==> config.mk <==
export PLATFORM = sky130hd
export DESIGN_NAME = ptba_queue
export DESIGN_NICKNAME = d
export VERILOG_FILES = /design/src/ptba_pkg.sv /design/src/ptba_queue.sv
export SDC_FILE = /design/constraint.sdc
export NUM_CORES = 1
export LEC_CHECK = 0
export ABC_AREA = 1
export BUFFER_PORTS_ARGS = -buffer_cell sky130_fd_sc_hd__buf_2
export CAP_MARGIN = 40
export CORE_MARGIN = 3
export CORE_UTILIZATION = 30
export DETAILED_ROUTE_END_ITERATION = 10
export HOLD_SLACK_MARGIN = 0.05
export PLACE_DENSITY = 0.53
export SYNTH_ARGS = -nofsm -noshare
export SYNTH_HDL_FRONTEND = slang
export SYNTH_SLANG_ARGS = --single-unit
export TNS_END_PERCENT = 100
==> constraint.sdc <==
create_clock -name clk -period 22.5 [get_ports clk]
set_clock_uncertainty 0.15 [all_clocks]
set_input_delay 3.375 -clock clk [delete_from_list [all_inputs] [get_ports clk]]
set_output_delay 3.375 -clock clk [all_outputs]
set_load 0.02 [all_outputs]
==> src/ptba_pkg.sv <==
`default_nettype none
package ptba_pkg;
  localparam int Entries = 64;
  localparam int IdxBits = $clog2(Entries);
  localparam int CntBits = $clog2(Entries + 1);
  localparam int KeyBits = 32;
  localparam int TimeBits = 48;
  localparam int QtyBits = 20;
  localparam int PriceBits = 20;
  localparam int VolBits = 40;
  localparam int NotBits = 60;
  localparam int QDepth = 2;

  typedef struct packed {
    logic [KeyBits-1:0]   key;
    logic [TimeBits-1:0]  t;
    logic [QtyBits-1:0]   qty;
    logic [PriceBits-1:0] price;
  } trade_t;

  typedef struct packed {
    logic                 full;
    logic                 fresh;
    logic [TimeBits-1:0]  gap;
    logic [VolBits-1:0]   vol;
    logic [NotBits-1:0]   notional;
    logic [PriceBits-1:0] high;
  } job_t;
endpackage
`default_nettype wire

==> src/ptba_queue.sv <==
`default_nettype none
module ptba_queue
  import ptba_pkg::*;
(
  input  wire logic clk,
  input  wire logic rst_n,
  input  wire logic push,
  input  wire job_t din,
  output logic      ready,
  input  wire logic pop,
  output logic      nonempty,
  output job_t      dout
);
  localparam int PB = $clog2(QDepth);
  job_t          mem_r [QDepth];
  logic [PB-1:0] wp_r, rp_r;
  logic [PB:0]   cnt_r;

  assign ready = cnt_r < (PB+1)'(QDepth);
  assign nonempty = cnt_r != '0;
  assign dout = mem_r[rp_r];

  always_ff @(posedge clk) begin
    if (push) mem_r[wp_r] <= din;
  end

  always_ff @(posedge clk) begin
    if (!rst_n) begin
      wp_r <= '0; rp_r <= '0; cnt_r <= '0;
    end else begin
      if (push) wp_r <= wp_r + 1'b1;
      if (pop) rp_r <= rp_r + 1'b1;
      cnt_r <= cnt_r + (PB+1)'(push) - (PB+1)'(pop);
    end
  end
endmodule
`default_nettype wire

# [Word level (Yosys, flattened, before mapping)]
# Memories as Yosys holds them, arrays and structs flattened. A register that Yosys moved wholly into a read port is not among the register bits.
# Index checks and enable logic that the tools add are counted.
[totals] register_bits=4 ram_bits=340 inputBits=174 out_inout_bits=172 word_cells=14 n_memories=1
[classes] add_sub_neg=4 order_cmp=1 n_mux=4 reduce_logical=1
[memory_table] name="mem_r" depth=2 word_bits=170 rd=1 rd_ports_with_merged_regs=1 wr=1 line="ptba_queue.sv:15" rtl="job_t mem_r [QDepth];"
[ops] operator="1-bit two-way mux" n=4
[ops] operator="1-bit adder (second input constant)" n=2
[ops] operator="2-bit by 1-bit adder with 2-bit output" n=1
[ops] operator="2-bit < comparator (second input constant)" n=1
[ops] operator="2-bit nonzero test" n=1
[ops] operator="2-bit by 1-bit subtractor with 2-bit output" n=1

# [Longest topological paths before layout]
# Gate-level depths: netlist of the first run.
[depth] word_depth=3 depth_mapped=9 depth_no_buf=9

# [Least setup slack after synthesis of the first run]
# OpenSTA, ideal clock, no wires.
[synth_timing] path_type="input -> register" start="input push" end="memory mem_r[0][0] in the netlist's numbering (enable)" setup_ns=0.707 arrival_ns=10.521 required_time_ns=21.643 path_slack_ns=11.122 cell_stages=2 path_buffers=0 cell_sequence="inv_1 > nor2_1"
[synth_via] elab_chain_len=2
[synth_lines] item="start: declaration" line="ptba_queue.sv:7" rtl="input wire logic push,"
[synth_lines] item="1-bit two-way mux" line="ptba_queue.sv:24" rtl="if (push) mem_r[wp_r] <= din;"
[synth_lines] item="1-bit two-way mux (not written as such)" line="ptba_queue.sv:24"
[synth_lines] item="end: declaration" line="ptba_queue.sv:15"
# Every way passes these cells.

==> results.ini, run 1 <==
[cells_and_area]
seqCellArea_mm2=0.01031
area_growth_pct=28.28
fin_util=0.3917
final_layout_size_suffix_gt1_frac=0.6027
multiInputGateArea_mm2=0.002392
nets=1113
nFillCells=3873

[clock_tree]
cts_sinks=345
cts_buffer_depth=3
cts_tree=yes
cts-resized-gates=0
htreeDepth=2
clk_latency_ps=530
cts_root_buf=clkbuf_16
cts-buffers-inserted=38
cts_setup_buffers=0
clkTransAtPathRegs_ps=60
cts-hold-fix-buffers=0

[global_route]
grtUsageTotal=0.1151
grt_pass1_vias=6674
grt_max_degree=143
grt-ovfl-total=0
antenna_found_initial=6
grt_pass1_wl_mm=39.41

[pwr]
ir_drop_mv=0.05991
seqPwrFrac=0.492
pwr-share-clk=0.402
combPwrFrac=0.106
power_uw=1535
p_int_uw=1193
power_density_mw_per_mm2=92.81
switching_power_uw=342.6
p_leak_uw=0.006378
switching_share=0.2232

[critical_path]
crit_top_cell=buf_4
worstPathArrival_ps=3350
crit_fanout=57
cp.depth=4
reg2reg_depth=2
path_buf_inv=3
crit-reg2reg-launch=wp_r
required_ps=18980
crit_slowest_cell=dfxtp_4
end_kind=output port
r2r-end=mem_r[0][107]
crit_family=buffers and inverters
slowest_delay_ps=830
crit_path_start_kind=register
r2r_slack_ps=20170
critPathKind=reg -> out
critical_path.cell_chain=buf_4 -> buf_4 -> mux2_2 -> buf_2

[floorplanning]
boundaryPins=346
placementRows=75
start_util=0.3054
dieArea_mm2=0.04551
die_w_um=213.3
core_area_mm2=0.04223
die_y_um=213.3

[min_path]
worst_hold_path.num_cells=2
hold_start=rp_r
holdPathEnd=rp_r
hold_path_class=reg -> reg

[logic_synthesis]
synth_top_area_frac=0.7918
ys_top_cells_by_count=edfxtp_1, mux2_4, mux2_2
syn_inst=562
ys_seq_elements=345
async_flop_share=0
synth_edf_count=340
syn_area_per_cell_um2=22.94
synth_area_leader_cell=edfxtp_1
synth_nets=738
synth_most_common_cell=edfxtp_1
yosysUniqueCellTypes=12
yosys_warnings=0
synth_area_leaders=edfxtp_1, mux2_4, mux2_2
syn-cell-area_mm2=0.01289
yosysSeqAreaShare=0.7995
synth_ff_type=edfxtp_1

[timing]
worstMarginPinSlew_ps=1073
period_needed_ps=6875
drv_slew=0
final-hold-violation-count=0
rsz0062_at_grt=false
max_freq_mhz=145.5
fin_crit_sh=0.3056
slew_headroom=0.2846
setup_viol=0
fin_setup_tns_ps=0
setup_ws_ps=15620

[drt]
initialDrtViolationCount=272
drc=0
wl_mm=27.36
wl_per_cell_um=18.17
vias_per_cell=4.286
ant_nets=0
vias=6455
dr.pass1.iters=5

[placed_design]
gp_congestion=0.7479
dp_hpwl_mm=18.29
pre_cts_slack_ps=16140
numPortBuffers=345

[outcome]
status=completed

[run]
maxCapViolCount=0

-- cell type report --
type	instances	share of cell area
flip-flops and latches	345	0.6235
multi-input cells	190	0.1446
repair buffers	354	0.1129
clock buffers	50	0.06407
well taps	539	0.04077
clock inverters	17	0.01157
inverters	8	0.002118
diodes	3	0.0004539
-- flip-flops by register name, indices dropped and copies added (netlist names), named ones only --
register	cells
mem_r	340
cnt_r	2
rp_r	1
wp_r	1
-- layout by cell type, fill, tap and decap left out, drive strengths merged --
master      n
a21oi       1
clkinvlp    3
nor2        7
nand2       9
edfxtp    340
ha          2
clkbuf     50
diode       3
bufinv      4
inv         8
nand3       1
mux2      170
clkinv     10
buf       354
dfxtp       5
-- cells by family after synthesis --
group           count (synthesis)  synth area share
fa+ha+maj                       2          0.001940
buf+inv                        27           0.01552
flops                         345            0.7995
compound gates                  1         0.0003878
mux                           170            0.1776
simple gates                   17          0.005045
-- worst reg2reg max path: stages (launching register included) --
cell and delay [ps]:
dfxtp_1 340, nor2_4 530, buf_12 550
-- power groups by stage --
stage               Combinational [uW]  Clock [uW]  Sequential, uW
finish                             162         617             756
global route                       174         667             759
CTS                                166         641             756
detailed placement                 165           0             770
global placement                   161           0             770
floorplan                          107           0             771
-- metrics by stage --
step / hold WS (ps) / instance area (um^2) / cells
5_1_grt: 384.7 / 16530 / 1503
2_1_floorplan: 313.5 / 12890 / 562
3_3_place_gp: 327.9 / 15200 / 1433
3_5_place_dp: 345.3 / 15280 / 1436
4_1_cts: 362.2 / 16530 / 1503
6_report: 359.4 / 16540 / 1506
-- per-layer routing --
metal  GRT usage  up-vias  share of wire
li1            -     2981              -
met2      0.1829      235           0.47
met4     0.04626       12          0.027
met3     0.04966       60           0.10
met5           0        -         0.0026
met1      0.1388     3167           0.40
-- worst max-delay path by stage --
stage	startpoint	end	slack [ps]
2_1_floorplan	push	mem_r[0][0]	11120
3_3_place_gp	register	dout[44]	16210
3_5_place_dp	register	dout[163]	16140
4_1_cts	register	dout[163]	15550
5_1_grt	register	dout[167]	15420
6_report	register	dout[163]	15620
Note: power is estimated with default switching activity, not from simulation.
==> run 2, diff against run 1 <==
==> constraint.sdc (replaced) <==
create_clock -name clk -period 7.1 [get_ports clk]
set_clock_uncertainty 0.15 [all_clocks]
set_input_delay 1.065 -clock clk [delete_from_list [all_inputs] [get_ports clk]]
set_output_delay 1.065 -clock clk [all_outputs]
set_load 0.02 [all_outputs]
==> results.ini, run 2 (synthesis gave the netlist of run 1 again) <==
[global_route]
grt_max_degree=103  ; -28%
grt-ovfl-total=0  ; unchanged
grt_pass1_wl_mm=38.94  ; -1.2%
grtUsageTotal=0.1127  ; -0.002383
antenna_found_initial=5  ; -1
grt_pass1_vias=6621  ; -0.79%

[cells_and_area]
seqCellArea_mm2=0.01031  ; unchanged
area_growth_pct=27.69
layout_common_cells=buf_2, edfxtp_1, mux2_4
final_common_cell=buf_2
largestRegisters=mem_r (340), cnt_r (2)
nets=1113  ; unchanged
multiInputGateArea_mm2=0.002392  ; unchanged
nFillCells=3924  ; +1.3%
regMostFlops=mem_r
fin_util=0.3899  ; -0.001778
largest_register_ffs=340  ; unchanged
final_layout_size_suffix_gt1_frac=0.5971  ; -0.005605

[timing]
max_freq_mhz=280.5
fin_setup_tns_ps=0  ; unchanged
whs_ps=344.7  ; -14.70 ps
period_needed_ps=3565
worstMarginPinSlew_ps=1073  ; -0.5206 ps
setup_viol=0  ; unchanged
slew_headroom=0.2850  ; +0.0003470
final-hold-violation-count=0  ; unchanged
rsz0062_at_grt=false
fin_crit_sh=0.5022
drv_slew=0  ; unchanged

[run]
maxCapViolCount=0  ; unchanged

[critical_path]
critPathKind=reg -> out
crit_fanout=102  ; +79%
end_kind=output port
critical_path.cell_chain=buf_12 -> mux2_4 -> buf_2
path_buf_inv=2  ; -1
crit_slowest_cell=dfxtp_4
required_ps=5880  ; -13,100 ps
crit_family=buffers and inverters
reg2reg_depth=3  ; +1
worstPathArrival_ps=2350  ; -1000 ps
cp.depth=3  ; -1
crit_path_start_kind=register
slowest_delay_ps=480  ; -350 ps

[drt]
vias=6394  ; -0.95%
wl_per_cell_um=17.75  ; -2.3%
dr.pass1.iters=4  ; -1
ant_nets=0  ; unchanged
wl_mm=26.70  ; -2.4%
drc=0  ; unchanged
vias_per_cell=4.251  ; -0.81%
initialDrtViolationCount=383  ; +41%

[clock_tree]
cts_tree=yes
cts_setup_buffers=0  ; unchanged
htreeDepth=2  ; unchanged
cts_buffer_depth=3  ; unchanged
cts-resized-gates=0  ; unchanged
clkTransAtPathRegs_ps=60  ; about the same
cts_sinks=345  ; unchanged
cts-hold-fix-buffers=0  ; unchanged
cts-buffers-inserted=38  ; unchanged
cts_root_buf=clkbuf_16
clk_latency_ps=520  ; about the same

[floorplanning]
die_y_um=213.3  ; unchanged
placementRows=75  ; unchanged
core_area_mm2=0.04223  ; unchanged
dieArea_mm2=0.04551  ; unchanged
boundaryPins=346  ; unchanged
die_w_um=213.3  ; unchanged
start_util=0.3054  ; unchanged

[pwr]
ir_drop_mv=0.1706  ; +180%
power_density_mw_per_mm2=289.9  ; +210%
p_leak_uw=0.006350  ; -0.43%
power_uw=4774  ; +210%

[min_path]
worst_hold_path.num_cells=2  ; unchanged
hold_path_class=reg -> reg

[outcome]
status=completed

[placed_design]
gp_congestion=0.6813  ; -8.9%
numPortBuffers=345  ; unchanged
dp_hpwl_mm=17.55  ; -4.1%

## run 2: cell types whose count changed in the layout (fill, tap and decap cells not counted), sizes merged
cell and delta:
clkinvlp -3, diode -1, clkinv +7, clkbuf -3, bufinv -2
## run 2: per-layer routing
metal / vias up / GRT usage / routed length [um]
met3: 51 / 0.04907 / 2518
met2: 230 / 0.1809 / 12660
li1: 2979 / - / -
met1: 3128 / 0.1350 / 10810
met4: 6 / 0.04307 / 648
met5: - / 0 / 54
## run 2: layout make-up
type | count | share of cell area
antenna | 2 | 0.0003040
sequential | 345 | 0.6264
inverter | 8 | 0.002128
multi-input combinational | 190 | 0.1453
tap | 539 | 0.04096
clock buffer | 47 | 0.06368
timing repair buffer | 354 | 0.1129
clock inverter | 19 | 0.008359
## run 2: power breakdown
part           switching (uW)  internal, uW  total, uW
registers                24.3          2360       2390
logic                     302           224        526
clock network             748          1110       1860
total                    1070          3700       4770
## run 2: worst register-to-register path, delay by kind of cell, from the launching register on
family                 cells  cell delay (ps)
flip-flops                 1              340
AND/OR/NAND/NOR            1              110
buffers and inverters      2             1280
## run 2: path summary, 6_finish.rpt
path             from  slack (ps)      endpoint
min              rp_r         340      register
max          register        3530      dout[98]
min reg2reg      rp_r         340      register
max reg2reg      wp_r        4790  mem_r[0][53]
## run 2: through the flow
stage | setup slack [ps] | area [um^2] | std cells
finish | 3535 | 16470 | 1504
CTS | 3525 | 16460 | 1502
global placement | 3836 | 15220 | 1434
detailed placement | 3847 | 15270 | 1436
global route | 3463 | 16460 | 1503
floorplan | 1000 | 12900 | 562
==> run 3, diff against run 2 <==
--- a/config.mk
+++ b/config.mk
@@ -5,7 +5,7 @@
 export SDC_FILE = /design/constraint.sdc
 export NUM_CORES = 1
 export LEC_CHECK = 0
-export ABC_AREA = 1
+export ABC_AREA = 0
 export BUFFER_PORTS_ARGS = -buffer_cell sky130_fd_sc_hd__buf_2
 export CAP_MARGIN = 40
 export CORE_MARGIN = 3
==> constraint.sdc (replaced) <==
create_clock -name clk -period 3.6 [get_ports clk]
set_clock_uncertainty 0.15 [all_clocks]
set_input_delay 0.54 -clock clk [delete_from_list [all_inputs] [get_ports clk]]
set_output_delay 0.54 -clock clk [all_outputs]
set_load 0.02 [all_outputs]
==> results.ini, run 3 <==
[floorplanning]
die_w_um=213.3  ; about the same
placementRows=75  ; unchanged
core_area_mm2=0.04223  ; unchanged
start_util=0.3053  ; about the same
boundaryPins=346  ; unchanged
dieArea_mm2=0.04550  ; about the same
die_y_um=213.3  ; about the same

[global_route]
grtUsageTotal=0.1199  ; +0.007140
grt_max_degree=84  ; -18%
grt-ovfl-total=0  ; unchanged
antenna_found_initial=4  ; -1
grt_pass1_vias=7430  ; +12%
grt_pass1_wl_mm=41.98  ; +7.8%

[min_path]
worst_hold_path.num_cells=1  ; -1
hold_start=din[96]
hold_path_class=in -> reg
holdPathEnd=mem_r[1][96]

[timing]
fin_crit_sh=0.7992
slew_headroom=0.5639  ; +0.2789
setup_viol=0  ; unchanged
drv_slew=0  ; unchanged
max_freq_mhz=347.6
period_needed_ps=2877
final-hold-violation-count=0  ; unchanged
setup_ws_ps=722.9  ; -2812 ps
whs_ps=100.3  ; -244.5 ps
worstMarginPinSlew_ps=652.8  ; -419.7 ps
rsz0062_at_grt=false

[critical_path]
required_ps=2910  ; -2970 ps
crit_fanout=53  ; -48%
worstPathArrival_ps=2190  ; -160 ps
crit-reg2reg-launch=wp_r
crit_path_start_kind=register
r2r-end=mem_r[0][0]
reg2reg_depth=2  ; -1
critPathKind=reg -> out
r2r_slack_ps=1750  ; -3040 ps
end_kind=output port

[drt]
initialDrtViolationCount=384  ; +0.26%
dr.pass1.iters=4  ; unchanged
vias=7020  ; +9.8%
vias_per_cell=4.221  ; -0.71%
drc=0  ; unchanged
wl_mm=27.99  ; +4.8%
ant_nets=0  ; unchanged
wl_per_cell_um=16.83  ; -5.2%

[logic_synthesis]
synth_most_common_cell=edfxtp_1
syn-cell-area_mm2=0.01289  ; about the same
synth_nets=726  ; -1.6%
synth_ff_type=edfxtp_1
syn_inst=550  ; -2.1%
yosys_warnings=0  ; unchanged
ys_top_cells_by_count=edfxtp_1, mux2_4, mux2_2
ys_seq_elements=345  ; unchanged
synth_edf_count=340  ; unchanged
synth_area_leader_cell=edfxtp_1
async_flop_share=0  ; unchanged
yosysUniqueCellTypes=14  ; +2
synth_top_area_frac=0.7919  ; about the same
synth_area_leaders=edfxtp_1, mux2_4, mux2_2
yosysSeqAreaShare=0.7997  ; about the same
syn_area_per_cell_um2=23.44  ; +2.2%

[cells_and_area]
nFillCells=3781  ; -3.6%
multiInputGateArea_mm2=0.002411  ; +0.78%
layout_common_cells=buf_2, edfxtp_1, dlygate4sd3_1
largestRegisters=mem_r (340), cnt_r (2)
final_layout_size_suffix_gt1_frac=0.5174  ; -0.07970
nets=1274  ; +14%
largest_register_ffs=340  ; unchanged
area_growth_pct=41.51
final_common_cell=buf_2
regMostFlops=mem_r
seqCellArea_mm2=0.01031  ; unchanged

[placed_design]
pre_cts_slack_ps=1229  ; -2619 ps
dp_hpwl_mm=18.28  ; +4.2%
numPortBuffers=345  ; unchanged
gp_congestion=0.7239  ; +6.3%

[clock_tree]
cts-resized-gates=0  ; unchanged
cts_setup_buffers=0  ; unchanged
cts-buffers-inserted=39  ; +2.6%
cts_root_buf=clkbuf_16
cts_sinks=345  ; unchanged
cts_buffer_depth=3  ; unchanged
cts_tree=yes
htreeDepth=2  ; unchanged
clkTransAtPathRegs_ps=60  ; about the same
clk_latency_ps=530  ; about the same
cts-hold-fix-buffers=169  ; +169

[run]
maxCapViolCount=0  ; unchanged

[pwr]
power_density_mw_per_mm2=539.5  ; +86%
p_leak_uw=0.007066  ; +11%
ir_drop_mv=0.4167  ; +140%

[outcome]
status=completed

-- run 3: cell types whose count changed after synthesis --
cell     previous run  this run
o21a_1              0         1
inv_1               8         3
xnor3_1             0         1
nand3_1             1         0
a21oi_1             1         0
and2_1              0         4
nor2b_1             0         3
nor2_1              7         0
nand2_1             9         1
xor2_1              0         1
-- run 3: cells by family after synthesis --
| kind of cell | synth area share |
|---|---|
| flip-flops | 0.7997 |
| XOR/XNOR | 0.002426 |
| adder cells (fa/ha/maj) | 0.001941 |
| multiplexers | 0.1776 |
| AO/OA/AOI/OAI | 0.0005825 |
| buffers and inverters | 0.01407 |
| AND/OR/NAND/NOR | 0.003687 |
-- run 3: critical path: stages (launching register included) --
cell     delay (ps)
dfxtp_4         630
buf_12          380
mux2_4          370
buf_2           170
-- run 3: worst max-delay path by stage --
stage / to / cells past startpoint
2_1_floorplan: mem_r[0][0] / 1
3_3_place_gp: dout[87] / 3
3_5_place_dp: dout[80] / 3
4_1_cts: dout[80] / 3
5_1_grt: dout[80] / 3
6_report: dout[87] / 3
-- run 3: layer usage --
layer / global-route usage / part of all wire / routed length [um] / vias up
met2: 0.1951 / 0.48 / 13400 / 248
met5: 0 / 0.00046 / 13 / -
met4: 0.04490 / 0.025 / 707 / 2
met1: 0.1486 / 0.41 / 11500 / 3432
li1: - / - / - / 3288
met3: 0.04143 / 0.085 / 2368 / 50
-- run 3: area by class of cell --
class | instances | area share
diodes | 3 | 0.0004115
clock buffers | 50 | 0.05809
clock inverters | 14 | 0.009327
inverters | 3 | 0.0006172
multi-input cells | 183 | 0.1322
flip-flops and latches | 345 | 0.5653
well taps | 539 | 0.03697
repair buffers | 526 | 0.1971
-- run 3: power breakdown --
group / internal [uW] / leakage (uW) / total, uW / switching, uW
logic: 630 / 0.00324 / 1320 / 687
clock network: 2350 / 0.000596 / 3820 / 1470
registers: 4650 / 0.00323 / 4710 / 59.3
-- run 3: through the flow --
stage	instance area [um^2]	cells	setup TNS [ps]	power, uW	util
after floorplan	12900	550	-14040	5559	-
after global placement	15310	1427	0	5971	0.3627
after detailed placement	15310	1427	0	5984	0.3627
after CTS	18240	1660	0	10030	0.4319
after global routing	18240	1662	0	10240	0.4320
final	18240	1663	0	9842	0.4320
