### src/ptba_pkg.sv
`default_nettype none
package ptba_pkg;
  localparam int Entries = 64;
  localparam int IdxBits = $clog2(Entries);
  localparam int CntBits = $clog2(Entries + 1);
  localparam int KeyBits = 32;
  localparam int TimeBits = 48;
  localparam int QtyBits = 20;
  localparam int PriceBits = 20;
  localparam int VolBits = 40;
  localparam int NotBits = 60;
  localparam int QDepth = 2;

  typedef struct packed {
    logic [KeyBits-1:0]   key;
    logic [TimeBits-1:0]  t;
    logic [QtyBits-1:0]   qty;
    logic [PriceBits-1:0] price;
  } trade_t;

  typedef struct packed {
    logic                 full;
    logic                 fresh;
    logic [TimeBits-1:0]  gap;
    logic [VolBits-1:0]   vol;
    logic [NotBits-1:0]   notional;
    logic [PriceBits-1:0] high;
  } job_t;
endpackage
`default_nettype wire

### src/ptba_back.sv
`default_nettype none
module ptba_back
  import ptba_pkg::*;
(
  input  wire logic            clk,
  input  wire logic            rst_n,
  input  wire logic            q_nonempty,
  input  wire job_t            q_data,
  output logic                 q_pop,
  output logic                 out_valid,
  output logic                 out_table_full,
  output logic                 out_is_new_symbol,
  output logic [TimeBits-1:0]  out_largest_gap,
  output logic [VolBits-1:0]   out_total_volume,
  output logic [PriceBits-1:0] out_average_price,
  output logic [PriceBits-1:0] out_highest_price
);
  localparam int CB = $clog2(NotBits + 1);
  job_t               job_r;
  logic               run_r, fin_r;
  logic [CB-1:0]      cnt_r;
  logic [NotBits-1:0] q_r;
  logic [VolBits:0]   rem_r;
  logic [VolBits:0]   sh, rem2;
  logic               ge;
  logic [NotBits:0]   qround;

  assign q_pop = q_nonempty && !run_r && !fin_r;
  assign sh = {rem_r[VolBits-1:0], q_r[NotBits-1]};
  assign ge = sh >= {1'b0, job_r.vol};
  assign rem2 = rem_r << 1;
  assign qround = {1'b0, q_r} +
    (NotBits+1)'(rem2 >= {1'b0, job_r.vol});

  always_ff @(posedge clk) begin
    if (!rst_n) begin
      run_r <= 1'b0; fin_r <= 1'b0; out_valid <= 1'b0;
    end else begin
      out_valid <= 1'b0;
      if (q_pop) begin
        job_r <= q_data;
        q_r <= q_data.notional;
        rem_r <= '0;
        cnt_r <= CB'(NotBits);
        run_r <= 1'b1;
      end else if (run_r) begin
        q_r <= {q_r[NotBits-2:0], ge};
        rem_r <= ge ? sh - {1'b0, job_r.vol} : sh;
        cnt_r <= cnt_r - 1'b1;
        if (cnt_r == CB'(1)) begin
          run_r <= 1'b0; fin_r <= 1'b1;
        end
      end else if (fin_r) begin
        fin_r <= 1'b0;
        out_valid <= 1'b1;
        out_table_full <= job_r.full;
        out_is_new_symbol <= job_r.fresh;
        out_largest_gap <= job_r.gap;
        out_total_volume <= job_r.vol;
        out_highest_price <= job_r.high;
        if (job_r.vol == '0) out_average_price <= '0;
        else if (qround > (NotBits+1)'({PriceBits{1'b1}})) out_average_price <= '1;
        else out_average_price <= qround[PriceBits-1:0];
      end
    end
  end
endmodule
`default_nettype wire

### config.mk
export PLATFORM = sky130hd
export DESIGN_NAME = ptba_back
export DESIGN_NICKNAME = d
export VERILOG_FILES = /design/src/ptba_pkg.sv /design/src/ptba_back.sv
export SDC_FILE = /design/constraint.sdc
export NUM_CORES = 1
export LEC_CHECK = 0
export ABC_CLOCK_PERIOD_IN_PS = 4400
export BUFFER_PORTS_ARGS = -buffer_cell sky130_fd_sc_hd__buf_2
export CAP_MARGIN = 10
export CORE_MARGIN = 2
export CORE_UTILIZATION = 30
export CTS_BUF_LIST = sky130_fd_sc_hd__clkbuf_16
export CTS_CLUSTER_SIZE = 20
export DETAILED_ROUTE_END_ITERATION = 10
export GPL_TIMING_DRIVEN = 1
export SETUP_SLACK_MARGIN = 0.02
export SLEW_MARGIN = 20
export SYNTH_ARGS = -nofsm -noshare
export SYNTH_HDL_FRONTEND = slang
export SYNTH_SLANG_ARGS = --single-unit
### constraint.sdc
create_clock -name clk -period 4.4 [get_ports clk]
set_clock_uncertainty 0.1 [all_clocks]
set_input_delay 0.44 -clock clk [delete_from_list [all_inputs] [get_ports clk]]
set_output_delay 0.44 -clock clk [all_outputs]
set_load 0.05 [all_outputs]
# Yosys cells after proc, flatten, opt, wreduce, memory -nomap -nowiden
# Cells that the tools add are included.
# Widths: inputs -> output; s select.
[totals] reg_bits=349 wordCells=51 output_inout_bits=132 inputBits=173
[classes] mux=12 n_bitwise=3 add_sub_neg=3 order_cmp=3 n_reduce_logical=11 eq_ne=2
[ops] cell="$mux 60" n=2
[ops] cell="$ge 41x40->1" n=2
[ops] cell="$mux 40" n=2
[ops] cell="$add 60x1->61" n=1
[ops] cell="$gt 61x20->1 const B" n=1
[ops] cell="$logic_not 40->1" n=1
[ops] cell="$sub 40x40->40" n=1
[ops] cell="$mux 20" n=1
[ops] cell="$eq 6x1->1 const B" n=1
[ops] cell="$mux 1" n=6
[ops] cell="$mux 6" n=1
[ops] cell="$reduce_and 2->1" n=3
[ops] cell="$sub 6x1->6 const B" n=1
[ops] cell="$reduce_and 4->1" n=1
[ops] cell="$not 1->1" n=3
[ops] cell="$reduce_or 3->1" n=1
[ops] cell="$logic_and 1x1->1" n=2
[ops] cell="$logic_not 1->1" n=2
[ops] cell="$ne 2x1->1 const B" n=1
[ops] cell="$reduce_bool 2->1" n=1

# Longest topological paths before layout
# Gate-level depths: netlist of the first run.
[logic_depth] depth_word=5 ltp_mapped=22 depth_no_buf=20

# Worst setup path after synthesis of the first run
# No wires, ideal clock.
[synth_timing] kind="reg-to-reg" start="register rem_r[14]" end="register out_average_price[0], data pin" path_stages_with_launch=22 setup_ns=0.270 t_required_ns=4.030 path_slack_ns=0.025 path_buffers=3 synth_period_minus_slack_ns=4.375 arrival_ns=4.004 cell_sequence="edfxtp_1 ha_1 clkbuf_1 and4_1 nor2b_1 a221oi_1 o31ai_1 a21oi_1 o21ai_0 ha_1 ha_1 and4_1 clkbuf_1 nor2b_1 nand3_1 o41ai_1 nand2_1 nor4_1 nand4_1 nor4_2 buf_4 a21oi_1"
[synth_between] elab_chain_len=4
[synth_lines] item="start: declaration" line_no="ptba_back.sv:23" text="logic [VolBits:0] rem_r;"
[synth_lines] item="start signal: assignment" line_no="ptba_back.sv:48" text="rem_r <= ge ? sh - {1'b0, job_r.vol} : sh;"
[synth_lines] item="$ge 41x40->1 (*)" line_no="ptba_back.sv:33" text="(NotBits+1)'(rem2 >= {1'b0, job_r.vol});"
[synth_lines] item="$add 60x1->61 (*)" line_no="ptba_back.sv:32" text="assign qround = {1'b0, q_r} +"
[synth_lines] item="$gt 61x20->1" line_no="ptba_back.sv:62" text="else if (qround > (NotBits+1)'({PriceBits{1'b1}})) out_average_price <= '1;"
[synth_lines] item="$mux 20 (*)" line_no="ptba_back.sv:62"
[synth_lines] item="end signal: assignment" line_no="ptba_back.sv:63" text="else out_average_price <= qround[PriceBits-1:0];"
[synth_lines] item="end: declaration" line_no="ptba_back.sv:15" text="output logic [PriceBits-1:0] out_average_price,"
# Every way passes the cells marked *; elsewhere a longest branch is shown, timed or not.
# A chain may end at the register's enable or synchronous reset.

# Worst setup path in the final report of the first run
[layout_timing] start="register rem_r[15]" end="register out_average_price[0], data pin"
# The elaborated chain is that of the path after synthesis.

==> Implementation_results.wiki, run 1 <==
{| class="wikitable"
! Metric !! Value
|-
| Antenna violations before repair || 0
|-
| Worst vdd rail ir drop || between 0.2 and 0.3 mV
|-
| Final Critical Period || 4.691 ns
|-
| Startpoint Class || register
|-
| Slew margin rel. || a little under a third
|-
| Static leakage power || approximately 8.8 nW
|-
| Post-Place Setup Slack || -0.6739 ns
|-
| Dominant combinational cell family by area after synthesis || simple AND/OR/NAND/NOR gates
|-
| Largest net degree at the start of global routing || 73
|-
| Status || finished with violations
|-
| Adder-cell area share of the yosys netlist || 3.551%
|-
| TritonCTS clock tree || built
|-
| Count of flip-flops with a built-in enable after synthesis || 346
|-
| Post-synthesis instance area || roughly 0.016 mm²
|-
| First-pass iteration count of the detailed router || 5
|-
| Number of buffers created by CTS || 40
|-
| CTS Buffer Depth || 3
|-
| Worst-path clk slew || approximately 0.060 ns
|-
| Commonest non-fill, non-tap cell in the layout || sky130_fd_sc_hd__edfxtp_1
|-
| Vias in the first global route || between 10000 and 15000
|-
| Failing checks || negative setup slack
|-
| Per-cell via count in the routed design || roughly 4.8
|-
| Final setup violating endpoints || 20
|-
| Max_cap viols || 0
|-
| Cell at the root of the clock tree || sky130_fd_sc_hd__clkbuf_16
|-
| Die extent in x || ~240 µm
|-
| Fraction of synthesized area in multiplexers || under 10%
|-
| I/O pin count || about 310
|-
| Clock sink total || roughly 350
|-
| Primary flip-flop cell chosen by synthesis mapping || sky130_fd_sc_hd__edfxtp_1
|-
| Post-synthesis net count || around 1600
|-
| Final Max Slew Viols || 0
|-
| Drt wl/cell || roughly 17 µm
|-
| Post-layout util || a little over two fifths
|-
| Required @ worst endpoint || 4.60 ns
|-
| First-pass GRT wire length || between 70 and 80 mm
|-
| Maximum level of the CTS H-tree || 2
|-
| Area of the die || 0.05543 mm²
|-
| Die Ht || about 240 µm
|-
| Worst slew pin tran || 1.033 ns
|-
| Wire length on met1 || 20.52 mm
|-
| Remaining global-route overflow || 0
|-
| Estimated wirelength of the detail-placed design || about 33 mm
|-
| Leading cell types in the layout, fill and taps excluded || 346 x sky130_fd_sc_hd__edfxtp_1, 304 x sky130_fd_sc_hd__buf_2, 236 x sky130_fd_sc_hd__nand2_1, 172 x sky130_fd_sc_hd__buf_4, 112 x sky130_fd_sc_hd__dlygate4sd3_1
|-
| Critical path class || reg2reg
|-
| Average cell area after synthesis || 11.97 µm²
|-
| Data arrival, critical path || about 4.9 ns
|-
| Upper clock frequency limit || about 0.21 GHz
|-
| Gate count after technology mapping || approximately 1300
|-
| Asr flop ratio synth || 0%
|-
| Final nets || approximately 2200
|-
| Placeable core area || ~0.053 mm²
|-
| Cell type with the highest aggregate area in the netlist || sky130_fd_sc_hd__edfxtp_1
|-
| Highest signal layer in the routed design || met4
|-
| Finished Layout Cells || 2651
|-
| Area growth from synthesis to layout || 38.56%
|-
| Placed cell count || between 2000 and 2500
|-
| Total DRC errors in the routed layout || 0
|-
| ANT cells || 0
|-
| Compound-Gate Fraction of Synth Area || 8.908%
|-
| Number of DRC violations after detailed-routing iteration 0 || 699
|-
| Site Rows || 84
|-
| Clock Latency Late Sink || 0.57 ns
|-
| Area fraction of the dominant cell type after synthesis || 64.66%
|-
| Total length of routed wires || between 40 and 50 mm
|-
| Routability cong. || roughly 0.86
|-
| Global routing usage summed across all routing layers || between 10% and 20%
|-
| Proportion of synthesized chip area in sequential cells || about two thirds
|-
| Syn. warnings || 0
|-
| Worst Hold Class || in2reg
|-
| Met3 routed WL || ~2.1 mm
|-
| Final Cycle Share || 106.6%
|-
| RSZ-0062 raised after global routing || true
|-
| Xor and xnor area share after synthesis || 3.052%
|-
| Routed length on met2 || 21.75 mm
|-
| Setup slack after layout || -0.2906 ns
|-
| Count of buffers from port buffering || roughly 300
|-
| Unique masters post-synth || 70
|-
| Initial Utilization || between 30% and 40%
|-
| Via Count || approximately 13000
|-
| Fillcell total || about 5100
|-
| Number of synthesized register bits || 349
|-
| Number of nets with antenna violations after detailed routing || 0
|-
| Hold violation count in the final report || 0
|-
| Share of synthesized cell area in and, or, nand and nor gates || between 10% and 20%
|-
| Pwr/cell area || approximately 380 mW/mm²
|-
| Largest driver fanout on the critical path || 5
|-
| Share of post-route cells with drive strength above 1 || between 30% and 40%
|-
| Critical Path Sink Type || register
|-
| Largest cells by area after synthesis || sky130_fd_sc_hd__edfxtp_1 65%, sky130_fd_sc_hd__nand2_1 5.5%, sky130_fd_sc_hd__ha_1 3.4%
|-
| Total negative setup slack || -5.537 ns
|}
## through the flow
stage                     cell area, µm²  hold WS [ns]  total power (W)
after floorplan                    16070        0.3003         0.004728
after global routing               22260       0.02104         0.008845
final                              22260       0.03489         0.008453
after global placement             19630        0.3006         0.005221
after CTS                          22210     0.0006536         0.008557
after detailed placement           19630        0.3045         0.005245
## cells by family after synthesis
| family | count (synthesis) |
|---|---|
| XOR/XNOR | 56 |
| flip-flops | 349 |
| AND/OR/NAND/NOR | 534 |
| multiplexers | 20 |
| adder cells (fa/ha/maj) | 45 |
| buffers and inverters | 108 |
| AO/OA/AOI/OAI | 230 |
## what timing repair did
| item | 4_1_cts | 5_1_grt |
|---|---|---|
| pin swaps | 0 | 19 |
| resized for setup | 27 | 19 |
| hold endpoints to repair | 112 | 0 |
| gates cloned | 2 | 0 |
| hold buffers | 112 | 0 |
| buffers inserted | 5 | 2 |
| endpoints found under the setup margin | 20 | 20 |
## synthesized netlist by cell type, types with 9 or more instances
cell type	instances
sky130_fd_sc_hd__a211oi_1	9
sky130_fd_sc_hd__a21o_1	13
sky130_fd_sc_hd__a21oi_1	85
sky130_fd_sc_hd__a31oi_1	12
sky130_fd_sc_hd__and3_1	20
sky130_fd_sc_hd__clkbuf_1	41
sky130_fd_sc_hd__edfxtp_1	346
sky130_fd_sc_hd__ha_1	44
sky130_fd_sc_hd__inv_1	62
sky130_fd_sc_hd__mux2i_1	17
sky130_fd_sc_hd__nand2_1	236
sky130_fd_sc_hd__nand3_1	50
sky130_fd_sc_hd__nand4_1	29
sky130_fd_sc_hd__nor2_1	93
sky130_fd_sc_hd__nor2b_1	10
sky130_fd_sc_hd__nor3_1	26
sky130_fd_sc_hd__nor4_1	20
sky130_fd_sc_hd__o21a_1	13
sky130_fd_sc_hd__o21ai_0	46
sky130_fd_sc_hd__xnor2_1	31
sky130_fd_sc_hd__xor2_1	25
## flip-flops by register name (all words and copies together) (netlist names), 6 cells and up
name and count:
cnt_r 6, out_average_price 20, q_r 60, out_largest_gap 48, job_r 110, rem_r 40, out_highest_price 20, out_total_volume 40
## critical path, cell delays in order, from the launching register on
cell and delay (ns):
sky130_fd_sc_hd__edfxtp_1 0.43, sky130_fd_sc_hd__ha_4 0.31, sky130_fd_sc_hd__and4_4 0.22, sky130_fd_sc_hd__nor2b_4 0.13, sky130_fd_sc_hd__a221oi_2 0.07, sky130_fd_sc_hd__o31ai_2 0.32
sky130_fd_sc_hd__a21oi_1 0.14, sky130_fd_sc_hd__o21ai_1 0.11, sky130_fd_sc_hd__buf_4 0.16, sky130_fd_sc_hd__ha_4 0.13, sky130_fd_sc_hd__nand4_1 0.10, sky130_fd_sc_hd__buf_6 0.15
sky130_fd_sc_hd__nor4_4 0.23, sky130_fd_sc_hd__buf_4 0.18, sky130_fd_sc_hd__nand3_4 0.09, sky130_fd_sc_hd__xnor2_2 0.14, sky130_fd_sc_hd__or3_1 0.36, sky130_fd_sc_hd__nor4_2 0.25
sky130_fd_sc_hd__nand4_1 0.18, sky130_fd_sc_hd__nor4_4 0.25, sky130_fd_sc_hd__buf_6 0.17, sky130_fd_sc_hd__buf_12 0.12, sky130_fd_sc_hd__a21oi_1 0.07
## worst paths after layout
kind / from / endpoint / slack, ns / cells after the start
setup / recovery: rem_r[15]$_SDFFCE_PP0P_ / out_average_price[0]$_SDFFCE_PN0P_ / -0.29 / 22
hold / removal: q_data[54] / q_r[34]$_DFFE_PP_ / 0.03 / 3
setup reg to reg: rem_r[15]$_SDFFCE_PP0P_ / out_average_price[0]$_SDFFCE_PN0P_ / -0.29 / 22
hold reg to reg: job_r[130]$_DFFE_PP_ / out_largest_gap[10]$_DFFE_PP_ / 0.31 / 0
## metal layers
metal	vias up	global-route usage (%)
met2	319	27.02
met3	78	2.732
met5	-	0
met4	0	5.887
li1	6156	-
met1	6066	20.83
## power by group
group | internal (W) | switching [W]
clock | 0.00175 | 0.00141
combinational | 0.000626 | 0.000706
sequential | 0.00385 | 0.000113
total | 0.00622 | 0.00223
## area by class of cell
cell class	count	area (µm²)	area share (%)
Tap cell	688	860.8	3.866
Inverter	63	237.7	1.068
Sequential cell	349	10450	46.94
Clock inverter	32	237.7	1.068
Timing Repair Buffer	594	4028	18.09
Multi-Input combinational cell	885	5449	24.47
Clock buffer	40	1001	4.496
Power figures use the tool's default switching activity.
==> run 2, diff against run 1 <==
GPL_TIMING_DRIVEN = unset   (was 1)
REMOVE_ABC_BUFFERS = 1   (was unset)
==> Implementation_results.wiki, run 2 (synthesized netlist as in run 1, its figures left out) <==
{| class="wikitable"
! Metric !! Value
|-
| Status || finished with violations
|-
| Failing checks || negative setup slack
|-
| Placed cell count || 2446 (-0.57%)
|-
| Area of the die || 0.05543 mm² (unchanged)
|-
| Total length of routed wires || 46.60 mm (+1.8%)
|-
| Via Count || 12790 (+1.4%)
|-
| Data arrival, critical path || 4.81 ns (-0.08 ns)
|-
| Combined area of the multi-input logic cells || 0.005618 mm² (+3.1%)
|-
| Total power || 0.008682 W (+2.7%)
|-
| Share of post-route cells with drive strength above 1 || 32.43% (+2.0 points)
|-
| Upper clock frequency limit || 0.2171 GHz (+1.8%)
|-
| Area growth from synthesis to layout || 40.44%
|-
| Startpoint Class || register
|-
| Worst Hold Class || in2reg
|-
| Site Rows || 84 (unchanged)
|-
| Largest net degree at the start of global routing || 73 (unchanged)
|-
| Flip-flop count of the largest register, all copies and words added || 110 (unchanged)
|-
| Final Critical Period || 4.607 ns (-0.08365 ns)
|-
| Number of nets with antenna violations after detailed routing || 0 (unchanged)
|-
| Registers with the most flip-flops || job_r: 110 flops, q_r: 60 flops, out_largest_gap: 48 flops
|-
| Antenna violations before repair || 2 (+2)
|-
| Per-cell via count in the routed design || 4.824 (+1.3%)
|-
| Final Cycle Share || 104.7% (-1.9 points)
|-
| CTS Buffer Depth || 3 (unchanged)
|-
| Global routing usage summed across all routing layers || 16.32% (+0.25 points)
|-
| Number of DRC violations after detailed-routing iteration 0 || 663 (-5.2%)
|-
| Estimated wirelength of the detail-placed design || 32.49 mm (-0.21%)
|-
| Slew margin rel. || 42.07% (+11 points)
|-
| Final Max Slew Viols || 0 (unchanged)
|-
| Routability cong. || 0.9039 (+4.8%)
|-
| ANT cells || 0 (unchanged)
|-
| Critical path class || reg2reg
|-
| Vias in the first global route || 12970 (+0.39%)
|-
| Number of buffers created by CTS || 41 (+2.5%)
|-
| Die Ht || 235.4 µm (unchanged)
|-
| Maximum level of the CTS H-tree || 2 (unchanged)
|-
| Finished Layout Cells || 2652 (+0.038%)
|-
| Remaining global-route overflow || 0 (unchanged)
|-
| Register area || 0.01045 mm² (unchanged)
|-
| Setup slack after layout || -0.2070 ns (+0.08365 ns)
|-
| Drt wl/cell || 17.57 µm (+1.8%)
|-
| Clock Latency Late Sink || 0.57 ns (about the same)
|-
| Final setup violating endpoints || 20 (unchanged)
|-
| First-pass iteration count of the detailed router || 7 (+2)
|-
| Clock sink total || 349 (unchanged)
|-
| Final nets || 2150 (-0.046%)
|-
| TritonCTS clock tree || built
|-
| Count of buffers from port buffering || 304 (unchanged)
|-
| Die extent in x || 235.4 µm (unchanged)
|-
| Worst vdd rail ir drop || 0.3221 mV (+11%)
|-
| Commonest non-fill, non-tap cell in the layout || sky130_fd_sc_hd__edfxtp_1
|-
| Required @ worst endpoint || 4.60 ns (about the same)
|-
| Fillcell total || 4966 (-1.9%)
|-
| RSZ-0062 raised after global routing || true
|-
| Total DRC errors in the routed layout || 0 (unchanged)
|-
| Largest driver fanout on the critical path || 5 (unchanged)
|-
| Max_cap viols || 0 (unchanged)
|-
| Worst slew pin tran || 0.8690 ns (-0.1642 ns)
|-
| Largest Register || job_r
|-
| Static leakage power || 8.887 nW (+0.58%)
|-
| Hold violation count in the final report || 0 (unchanged)
|-
| Critical Path Sink Type || register
|-
| Cell at the root of the clock tree || sky130_fd_sc_hd__clkbuf_16
|-
| Worst-path clk slew || 0.06 ns (about the same)
|-
| I/O pin count || 305 (unchanged)
|-
| Placeable core area || 0.05276 mm² (unchanged)
|-
| Leading cell types in the layout, fill and taps excluded || 346 x sky130_fd_sc_hd__edfxtp_1, 304 x sky130_fd_sc_hd__buf_2, 233 x sky130_fd_sc_hd__nand2_1, 167 x sky130_fd_sc_hd__buf_4, 110 x sky130_fd_sc_hd__dlygate4sd3_1
|-
| First-pass GRT wire length || 72.19 mm (+2.2%)
|-
| Pwr/cell area || 384.7 mW/mm² (+1.3%)
|-
| Initial Utilization || 30.45% (unchanged)
|}
## run 2: cell count changes in the layout (fill, tap and decap cells not counted), moves of 4 or more
cell / delta
sky130_fd_sc_hd__a21oi_1: -8
sky130_fd_sc_hd__a21oi_2: +7
sky130_fd_sc_hd__buf_12: +4
sky130_fd_sc_hd__buf_4: -5
sky130_fd_sc_hd__clkinv_1: -5
sky130_fd_sc_hd__clkinvlp_4: +5
sky130_fd_sc_hd__ha_1: -7
sky130_fd_sc_hd__ha_4: +7
sky130_fd_sc_hd__inv_2: +4
sky130_fd_sc_hd__nand3_1: -4
sky130_fd_sc_hd__nand3_2: +5
## run 2: layout make-up
type,count,share of cell area [%]
sequential,349,46.31
clock buffer,42,4.658
timing repair buffer,592,18.03
inverter,63,1.054
tap,688,3.815
clock inverter,33,1.236
multi-input combinational,885,24.90
## run 2: critical path, cell delays in order (launching register included)
cell                       delay [ns]
sky130_fd_sc_hd__edfxtp_1        0.42
sky130_fd_sc_hd__inv_2           0.11
sky130_fd_sc_hd__ha_4            0.22
sky130_fd_sc_hd__a21oi_4         0.17
sky130_fd_sc_hd__o211ai_1        0.12
sky130_fd_sc_hd__o41ai_2         0.39
sky130_fd_sc_hd__o211ai_1        0.18
sky130_fd_sc_hd__a21oi_2         0.17
sky130_fd_sc_hd__o21ai_2         0.08
sky130_fd_sc_hd__buf_6           0.13
sky130_fd_sc_hd__ha_4            0.15
sky130_fd_sc_hd__ha_1            0.19
sky130_fd_sc_hd__and4_4          0.21
sky130_fd_sc_hd__buf_4           0.15
sky130_fd_sc_hd__nand4_1         0.18
sky130_fd_sc_hd__nor2_1          0.11
sky130_fd_sc_hd__a311o_1         0.37
sky130_fd_sc_hd__o21ai_2         0.07
sky130_fd_sc_hd__nand3_2         0.11
sky130_fd_sc_hd__nor4_4          0.34
sky130_fd_sc_hd__buf_4           0.20
sky130_fd_sc_hd__buf_8           0.14
sky130_fd_sc_hd__a21oi_2         0.05
## run 2: repair_timing
item                       CTS  global route
hold buffers               110             0
resized for setup           34            57
setup endpoints to repair   20            20
gates cloned                 3             0
pin swaps                   17            28
hold endpoints to repair   110             0
buffers inserted            12            10
## run 2: worst paths after layout
kind / startpoint / endpoint / slack [ns] / cells past startpoint
max: job_r[106]$_DFFE_PP_ / out_average_price[15]$_SDFFCE_PN0P_ / -0.21 / 22
min reg2reg: job_r[122]$_DFFE_PP_ / out_largest_gap[2]$_DFFE_PP_ / 0.31 / 0
max reg2reg: job_r[106]$_DFFE_PP_ / out_average_price[15]$_SDFFCE_PN0P_ / -0.21 / 22
min: q_data[52] / q_r[32]$_DFFE_PP_ / 0.04 / 3
## run 2: stage by stage
stage / setup slack [ns] / setup TNS [ns] / utilization, % / hold WS (ns) / instance area [µm²]
after floorplan: -2.120 / -447.07 / - / 0.3003 / 15890
after global placement: -0.3819 / -7.597 / 37.09 / 0.3007 / 19570
after detailed placement: -0.6416 / -12.55 / 37.09 / 0.3045 / 19570
after CTS: -0.4896 / -9.659 / 42.32 / 0.002951 / 22330
after global routing: -0.3882 / -7.408 / 42.77 / 0.02050 / 22570
final: -0.2070 / -3.780 / 42.77 / 0.03778 / 22570
## run 2: per-layer routing
metal / global-route usage, % / routed length, µm / vias up
met4: 4.304 / 944 / 4
met5: 0 / 26 / -
li1: - / - / 6150
met3: 3.905 / 3145 / 73
met1: 22.24 / 21340 / 6149
met2: 26.08 / 21150 / 416
## run 2: power by group
part           total [W]  switching (W)  leakage [nW]  internal (W)
combinational    0.00138       0.000716          5.08      0.000660
sequential       0.00396       0.000118          3.15       0.00385
clock            0.00334        0.00146         0.649       0.00189
